### config.mk
export PLATFORM = sky130hd
export DESIGN_NAME = lpd_outbuf
export DESIGN_NICKNAME = d
export VERILOG_FILES = /design/src/hw/rtl/lpd_pkg.sv /design/src/hw/rtl/lpd_outbuf.sv
export SDC_FILE = /design/constraint.sdc
export NUM_CORES = 1
export LEC_CHECK = 0
export BUFFER_PORTS_ARGS = -buffer_cell sky130_fd_sc_hd__buf_2
export CORE_AREA = 2 2 416 418
export DETAILED_ROUTE_END_ITERATION = 10
export DIE_AREA = 0 0 418 420
export GPL_TIMING_DRIVEN = 0
export PLACE_DENSITY = 0.51
export SLEW_MARGIN = 20
export SYNTH_ARGS = -nofsm -noshare
export SYNTH_HDL_FRONTEND = slang
export SYNTH_SLANG_ARGS = --single-unit
### constraint.sdc
create_clock -name clk_i -period 69.4 [get_ports clk_i]
set_clock_uncertainty 0.15 [all_clocks]
set_input_delay 3.47 -clock clk_i [delete_from_list [all_inputs] [get_ports clk_i]]
set_output_delay 3.47 -clock clk_i [all_outputs]
set_load 0.01 [all_outputs]
### src/hw/rtl/lpd_pkg.sv
// Shared types, field layout and constants of the LUT16 distance accumulator.
package lpd_pkg;

  localparam int BLOCK_COUNT_DEFAULT = 512;

  localparam int LANES    = 32;
  localparam int OFFSET_W = 5;
  localparam int DIST_W   = 32;
  localparam int BLK_W    = 9;
  localparam int BYTES_W  = 64;
  localparam int ROW_W    = 2 * BYTES_W;
  localparam int CODE_W   = 4;
  localparam int BYTE_W   = 8;

  // Request tdata layout, lowest bit first.
  localparam int IN_BLK_LSB  = 0;
  localparam int IN_HALF_BIT = IN_BLK_LSB + BLK_W;
  localparam int IN_TBL_LSB  = IN_HALF_BIT + 1;
  localparam int IN_CLO_LSB  = IN_TBL_LSB + BYTES_W;
  localparam int IN_CHI_LSB  = IN_CLO_LSB + BYTES_W;
  localparam int IN_FIELDS_W = IN_CHI_LSB + BYTES_W;
  localparam int IN_TDATA_W  = ((IN_FIELDS_W + 7) / 8) * 8;

  // Result tdata layout, lowest bit first.
  localparam int OUT_DIST_LSB = OFFSET_W;
  localparam int OUT_FIELDS_W = OFFSET_W + DIST_W;
  localparam int OUT_TDATA_W  = ((OUT_FIELDS_W + 7) / 8) * 8;

  typedef enum logic {
    MODE_LOAD = 1'b0,
    MODE_CODE = 1'b1
  } mode_e;

  typedef logic [DIST_W-1:0] dist_t;
  typedef dist_t [LANES-1:0] dist_vec_t;

  typedef struct packed {
    logic en;
    logic last;
  } acc_ctrl_t;

  function automatic int addr_width(int n);
    return (n > 1) ? $clog2(n) : 1;
  endfunction

endpackage

### src/hw/rtl/lpd_outbuf.sv
// Result buffer: holds one group's 32 distances and shifts them out in order.
module lpd_outbuf (
  input  logic                             clk_i,
  input  logic                             rst_ni,
  input  logic                             load_i,
  input  lpd_pkg::dist_vec_t               sums_i,
  input  logic                             narrow_i,
  input  logic                             ready_i,
  output logic                             valid_o,
  output logic [lpd_pkg::OUT_TDATA_W-1:0]  tdata_o,
  output logic                             tlast_o
);
  import lpd_pkg::*;

  dist_vec_t           buf_q;
  logic                valid_q;
  logic [OFFSET_W-1:0] cnt_q;
  dist_t               dist_sel;
  logic                beat;

  assign beat = valid_q && ready_i;

  always_ff @(posedge clk_i or negedge rst_ni) begin
    if (!rst_ni) begin
      valid_q <= 1'b0;
      cnt_q   <= '0;
    end else if (load_i) begin
      valid_q <= 1'b1;
      cnt_q   <= '0;
    end else if (beat) begin
      cnt_q <= cnt_q + OFFSET_W'(1);
      if (&cnt_q) begin
        valid_q <= 1'b0;
      end
    end
  end

  always_ff @(posedge clk_i) begin
    if (load_i) begin
      buf_q <= sums_i;
    end else if (beat) begin
      buf_q <= {DIST_W'(0), buf_q[LANES-1:1]};
    end
  end

  assign dist_sel = narrow_i ? {{(DIST_W / 2){buf_q[0][DIST_W/2-1]}}, buf_q[0][DIST_W/2-1:0]}
                             : buf_q[0];
  assign valid_o = valid_q;
  assign tdata_o = {(OUT_TDATA_W - OUT_FIELDS_W)'(0), dist_sel, cnt_q};
  assign tlast_o = &cnt_q;

endmodule

After elaboration in Yosys (flattened, before gate mapping)
Cells that the tools add are included.

cells by class
  reductions and logical operators = 5
  multiplexer cells = 8
  $add $sub $neg = 1

operators with widths
  kind                 count
  $mux 1024            2
  $mux 32              1
  $mux 5               2
  $add 5x1->5 const B  1
  $reduce_and 5->1     1
  $reduce_bool 2->1    2
  $mux 1               3
  $reduce_and 2->1     1
  $logic_and 1x1->1    1

word-level totals
  output and inout port bits = 42
  flip-flop bits (word level) = 1,030
  logic and storage cells = 48
  input bits = 1,029

Longest topological paths before layout
Gate-level depths: netlist of run 1.

  depth in word-level cells = 4
  mapped depth = 5
  depth with buffers taken out = 5

Least setup slack after synthesis of run 1
OpenSTA, ideal clock, no wires.

  kind = input to register
  from = input port load_i
  to = register buf_q[0] (netlist name), enable pin
  data arrival time = 28.463 ns
  buffers on the path = 3
  stages = 4
  path slack = 39.198 ns
  data required time = 67.661 ns
  setup time = 1.589 ns
  cells stage by stage = clkbuf_2 > buf_6 > clkbuf_1 > nand2b_1

on the way
  longest elaborated chain between the ends = 1

RTL lines
  what                                line              text
  from (decl)                         lpd_outbuf.sv:5   input logic load_i,
  $reduce_bool 2->1 (no source line)  -
  to (signal assigned)                lpd_outbuf.sv:40  buf_q <= sums_i;
  to (signal assigned)                lpd_outbuf.sv:42  buf_q <= {DIST_W'(0), buf_q[LANES-1:1]};
  to (decl)                           lpd_outbuf.sv:15  dist_vec_t buf_q;

Every way passes these cells.
A chain may end at the register's enable or synchronous reset.

Worst setup path after layout of run 1
  from = input port narrow_i
  to = output port tdata_o[30] (netlist name)

on the way
  longest elaborated chain between the ends = 1

RTL lines
  what         line              text
  from (decl)  lpd_outbuf.sv:7   input logic narrow_i,
  $mux 32      lpd_outbuf.sv:46  assign dist_sel = narrow_i ? {{(DIST_W / 2){buf_q[0][DIST_W/2-1]}}, buf_q[0][DIST_W/2-1:0]}
  to (decl)    lpd_outbuf.sv:10  output logic [lpd_pkg::OUT_TDATA_W-1:0] tdata_o,

Every way passes these cells.

==> results of run 1 <==
## path summary, 6_finish.rpt
check | depth (start not counted) | to | slack [ps] | from
min in group asynchronous | 1 | cnt_q[4] | 2390 | rst_ni
max in group asynchronous | 1 | cnt_q[3] | 66550 | rst_ni
worst max register to register | 11 | buf_q[209] | 65280 | valid_o
worst min register to register | 1 | buf_q[601] | 350 | buf_q[633]
worst min-delay path | 1 | buf_q[601] | 350 | buf_q[633]
worst max-delay path | 5 | tdata_o[30] | 61440 | narrow_i
## layout by cell type, fill, tap and decap left out, drive strengths merged
cell / n
dfrtp: 6
bufinv: 5
inv: 20
and2: 32
mux2: 992
clkbuf: 162
nand3: 4
conb: 3
a21o: 1
xor2: 2
clkinv: 48
diode: 59
a21oi: 3
nand2: 5
nor2: 2
o21ai: 17
clkinvlp: 1
edfxtp: 1024
ha: 2
and3: 1
buf: 1218
nand2b: 1
or3: 1
## layout make-up
cell class	instances	share of cell area, %
Sequential cell	1030	52.8
Multi-Input combinational cell	1066	23.7
Buffer	136	2.09
Timing Repair Buffer	1089	10.1
Tap cell	2233	4.77
Clock buffer	155	5.33
Clock inverter	58	0.906
Antenna cell	59	0.252
Inverter	16	0.103
## flip-flops by register name, indices dropped and copies added (netlist names)
| name | flops |
|---|---|
| buf_q | 1024 |
| valid_o | 1 |
| cnt_q | 5 |
## logic make-up after synthesis
kind of cell | Yosys count | synth area share, %
DFF | 1030 | 67.1
muxes | 992 | 29.2
buffers and inverters | 152 | 2.79
and+or+nand+nor | 46 | 0.576
AOI/OAI and AO/OA | 21 | 0.234
adders and majority gates | 2 | 0.0544
xor gates and xnor gates | 2 | 0.0381
other | 1 | 0.00815
## routing by layer
metal	part of all wire, %	vias up	global-route usage, %
li1	-	11307	-
met1	30	11989	13.3
met2	58	939	32.0
met3	8.4	437	6.68
met4	3.6	160	5.96
met5	0.69	-	0
## where the power goes
| group | internal, mW | leakage (nW) | switching [mW] |
|---|---|---|---|
| combinational | 0.105 | 11.9 | 0.0649 |
| clock | 0.335 | 1.78 | 0.263 |
| sequential | 0.764 | 10.5 | 0.0207 |
| total | 1.20 | 24.3 | 0.349 |
==> summary.md, run 1 <==
| Metric | Value |
|---|---|
| Post-synth cell types | 24 |
| PwrDens | ~27 mW/mm^2 |
| Antenna-violating nets left | 0 |
| WL/cell | 24.6 um |
| Initial Utilization | a little over a quarter |
| RSZ-0062 raised after global routing | false |
| TritonCTS clock tree | done |
| Crit-path max FO | 10 |
| # IOs | 1,071 |
| Vias per cell | 4.25 |
| Std-Cell Rows | around 150 |
| DR iter-0 viols | between 1k and 1.5k |
| GPL Wtd Cong | around 0.8 |
| P_leak | approximately 24 nW |
| Main area contributors after synthesis | edfxtp_1 67%, mux2_4 20%, mux2_2 9.6% |
| TritonCTS Buffers | around 120 |
| Setup violations, final | 0 |
| Worst slew margin | between 50% and 60% |
| Post-synth EDFFs | 1,024 |
| Final WL | ~140 mm |
| Peak supply drop | around 21 uV |
| CTS Hold Bufs | 0 |
| Worst-Margin Slew | about 630 ps |
| Area share of the largest cell type after synthesis | 66.8% |
| Total Power | 1.55 mW |
| Post CTS Setup Buffer Count | 0 |
| Post-placement cell count | ~5.6k |
| 1st-pass router iterations | 4 |
| Synth Area per Inst | 20.5 um^2 |
| Storage cell area | between 0.03 and 0.04 mm^2 |
| Delay-heaviest family, CP | buffers and inverters |
| Most numerous cell in the Yosys netlist | edfxtp_1 |
| CP Buf/Inv Count | 3 |
| Clk buf depth | 3 |
| Kind of critical path | input port to primary output |
| Fin. max-slew vios | 0 |
| Largest net degree at the start of global routing | 56 |
| Final cell count without fillers | 5,842 |
| Final Cell Area | between 0.05 and 0.06 mm^2 |
| Placed Area | 0.0547 mm^2 |
| Die height | 420 um |
| I/O Buffers | approximately 1.1k |
| Full die area | between 0.15 and 0.2 mm^2 |
| Final Core Density | roughly 34% |
| Slowest stage delay, CP | 270 ps |
| First-pass GRT wire length | 191 mm |
| GR Overflow Total | 0 |
| CP Launch Type | input port |
| Critical path capture point type | primary output |
| Pre-CTS WS | between 60,000 and 70,000 ps |
| CP max-delay cell | clkbuf_1 |
| H-tree level count | 3 |
| Worst path most repeated cell | buf_2 |
| Setup tns final | 0 ps |
| Final nets | approximately 4.5k |
| Worst hold margin | 354 ps |
| Residual DRC | 0 |
| Antenna violations before repair | about 180 |
| Crit-path cells | buf_2 -> nand2_1 -> clkbuf_1 -> o21ai_0 -> buf_2 |
| Gr usage total | around 16% |
| CP required | ~66,000 ps |
| HPWL after detailed placement | between 100 and 150 mm |
| Worst setup margin | just over 60,000 ps |
| Tmin final | 7960 ps |
| Post-CTS sizing | 0 |
| Fill cells | roughly 17k |
| Vias | between 20k and 25k |
| Dominant cell type by area after synthesis | edfxtp_1 |
| Syn Inst Count | around 2.2k |
| Synth warnings | 0 |
| Status | completed |
| Number of global-route vias before repair | between 20k and 30k |
| Fin crit share | 11.5% |
| Synthesized flop and latch total | 1,030 |
| Clock Sinks | roughly 1.0k |
| Clk root buf | clkbuf_16 |
| Seq/Total Area, Yosys | ~67% |
| Share of cells above drive strength 1 | between 60% and 70% |
| Mapped Area | 0.0460 mm^2 |
| Top FF cell, synth | edfxtp_1 |
| Critical Path AT | roughly 4300 ps |
| Hold Vio Cnt, Final | 0 |
| Syn-to-layout area delta | 27.2% |
| Max_cap viols | 0 |
| Min-delay worst type | flip-flop to flip-flop |
| Post-synth ARST share | less than 1% |
| Worst-Skew Late Latency | around 760 ps |
| Post-synth top cells | 1,024 x edfxtp_1, 600 x mux2_4, 392 x mux2_2 |
| Fmax | 126 MHz |
| Multi-input gate area | 0.0139 mm^2 |
| Core Area | 0.171 mm^2 |
| Die Wd | 418 um |
| Reg clk slew, reported paths | around 60 ps |
Power figures use the tool's default switching activity.
==> run 2, diff against run 1 <==
--- a/config.mk
+++ b/config.mk
@@ -6,11 +6,11 @@
 export NUM_CORES = 1
 export LEC_CHECK = 0
 export BUFFER_PORTS_ARGS = -buffer_cell sky130_fd_sc_hd__buf_2
-export CORE_AREA = 2 2 416 418
+export CORE_AREA = 2 2 415 417
 export DETAILED_ROUTE_END_ITERATION = 10
-export DIE_AREA = 0 0 418 420
+export DIE_AREA = 0 0 417 419
 export GPL_TIMING_DRIVEN = 0
-export PLACE_DENSITY = 0.51
+export PLACE_DENSITY = 0.52
 export SLEW_MARGIN = 20
 export SYNTH_ARGS = -nofsm -noshare
 export SYNTH_HDL_FRONTEND = slang
==> constraint.sdc (replaced) <==
create_clock -name clk_i -period 6.75 [get_ports clk_i]
set_clock_uncertainty 0.15 [all_clocks]
set_input_delay 0.3375 -clock clk_i [delete_from_list [all_inputs] [get_ports clk_i]]
set_output_delay 0.3375 -clock clk_i [all_outputs]
set_load 0.01 [all_outputs]
==> summary.md, run 2 (same netlist as run 1, synthesis figures left out) <==
| Metric | Value |
|---|---|
| Status | completed |
| Max reg flops | just over 1k |
| P_leak | about 29 nW |
| Kind of critical path | flip-flop to flip-flop |
| Tmin final | around 4100 ps |
| Most frequent cells in the layout | 1,109 x buf_2, 1,027 x dlygate4sd3_1, 1,024 x edfxtp_1, 600 x mux2_4, 392 x mux2_2 |
| GR Overflow Total | 0 |
| CP max-delay cell | nand2b_4 |
| TritonCTS Buffers | around 120 |
| Worst-Margin Slew | 568 ps |
| CP Launch Type | flip-flop |
| TritonCTS clock tree | done |
| Gr usage total | between 10% and 20% |
| Number of global-route vias before repair | 31.2k |
| HPWL after detailed placement | 115 mm |
| R2r startpoint | valid_o |
| Clk root buf | clkbuf_16 |
| Min-delay worst type | input port to flip-flop |
| Hold Vio Cnt, Final | 0 |
| Antenna-violating nets left | 0 |
| Residual DRC | 0 |
| First-pass GRT wire length | roughly 210 mm |
| Max_cap viols | 0 |
| Largest Register | buf_q |
| I/O Buffers | 1,066 |
| Worst path most repeated cell | buf_16 |
| Die height | approximately 420 um |
| Largest net degree at the start of global routing | 55 |
| GPL Wtd Cong | 0.836 |
| Total Power | ~17 mW |
| Clk buf depth | 3 |
| DR iter-0 viols | roughly 1.4k |
| Fin. max-slew vios | 0 |
| Die Wd | 417 um |
| Post-placement cell count | around 5.6k |
| Setup violations, final | 0 |
| Fin crit share | approximately 61% |
| Share of cells above drive strength 1 | ~52% |
| Peak supply drop | around 230 uV |
| # IOs | between 1k and 1.5k |
| Final nets | 5,513 |
| Worst-Skew Late Latency | 750 ps |
| Crit-path max FO | 51 |
| RSZ-0062 raised after global routing | false |
| WL/cell | approximately 22 um |
| Fmax | 243 MHz |
| Hold endpoint | buf_q[989] |
| Final Core Density | between 40% and 50% |
| Worst reg2reg endpoint | buf_q[274] |
| Critical Path AT | between 4000 and 5000 ps |
| Fill cells | approximately 16k |
| Final cell count without fillers | 6,844 |
| Pre-CTS WS | approximately 2200 ps |
| R2R depth | 10 |
| Crit-path cells | nand2_1 -> nand2b_4 -> buf_16 -> buf_16 -> buf_16 -> buf_16 -> buf_16 -> buf_12 -> buf_16 -> buf_12 |
| Vias | around 28k |
| Reg clk slew, reported paths | ~60 ps |
| 1st-pass router iterations | 4 |
| CP required | between 7000 and 8000 ps |
| Critical path capture point type | flip-flop |
| Worst slew margin | about 62% |
| Final WL | between 100 and 150 mm |
| H-tree level count | 3 |
| Post CTS Setup Buffer Count | 0 |
| Core Area | 0.171 mm^2 |
| Delay-heaviest family, CP | buffers and inverters |
| PwrDens | around 240 mW/mm^2 |
| Std-Cell Rows | between 150 and 200 |
| WHS Path Cells | 3 |
| Worst setup margin | ~2600 ps |
| Initial Utilization | 27.0% |
| Full die area | 0.175 mm^2 |
| R2R setup slack | between 2000 and 3000 ps |
| Vias per cell | between 4 and 5 |
| Commonest non-fill, non-tap cell in the layout | buf_2 |
| CP Buf/Inv Count | 8 |
| Hold_sp | load_i |
| Crit. Startpoint | valid_o |
| Clock Sinks | just over 1k |
| Antenna violations before repair | 37 |
| Slowest stage delay, CP | approximately 470 ps |
| Setup tns final | 0 ps |
| Syn-to-layout area delta | 49.4% |
## run 2: metrics by stage
step	hold slack, ps	area (um^2)
2_1_floorplan	-108	46100
3_3_place_gp	14.8	54200
3_5_place_dp	20.1	54700
4_1_cts	153	68700
5_1_grt	194	68700
6_report	231	68800
## run 2: layout make-up
type | count | area, um^2 | share of cell area (%)
Multi-Input combinational cell | 1066 | 13900 | 20.2
Buffer | 136 | 1240 | 1.81
Antenna cell | 33 | 82.6 | 0.120
Tap cell | 2233 | 2790 | 4.06
Inverter | 16 | 60.1 | 0.0874
Clock buffer | 158 | 3100 | 4.51
Timing Repair Buffer | 2114 | 16200 | 23.5
Clock inverter | 58 | 542 | 0.788
Sequential cell | 1030 | 30900 | 44.9
## run 2: worst register-to-register path, stage by stage, from the launching register on
cell and delay (ps):
dfrtp_1 430, nand2_1 220, nand2b_4 480, buf_16 330, buf_16 320, buf_16 320
buf_16 330, buf_16 310, buf_12 300, buf_16 290, buf_12 300
## run 2: what timing repair did
item	in CTS	in global routing
setup endpoints to repair	0	0
hold endpoints to repair	1036	0
hold buffers	1027	0
gates resized for setup	0	0
## run 2: layer usage
metal	vias to the layer above	routed length, um	global-route usage [%]
li1	13338	-	-
met1	14000	49600	15.6
met2	914	87100	34.3
met3	221	8030	3.85
met4	10	4440	5.47
met5	-	51	0
## run 2: worst max-delay path by stage
stage / to / slack, ps / depth (start not counted)
2_1_floorplan: buf_q[0] / -1720 / 4
3_3_place_gp: buf_q[179] / -5860 / 4
3_5_place_dp: buf_q[179] / 2170 / 12
4_1_cts: buf_q[241] / 2590 / 10
5_1_grt: buf_q[209] / 2370 / 10
6_report: buf_q[274] / 2630 / 10
## run 2: where the power goes
group          switching (mW)  leakage (nW)  internal (mW)
combinational           0.812          16.2           1.47
clock                    2.70          1.77           3.52
sequential              0.224          10.5           7.86
total                    3.73          28.5           12.8
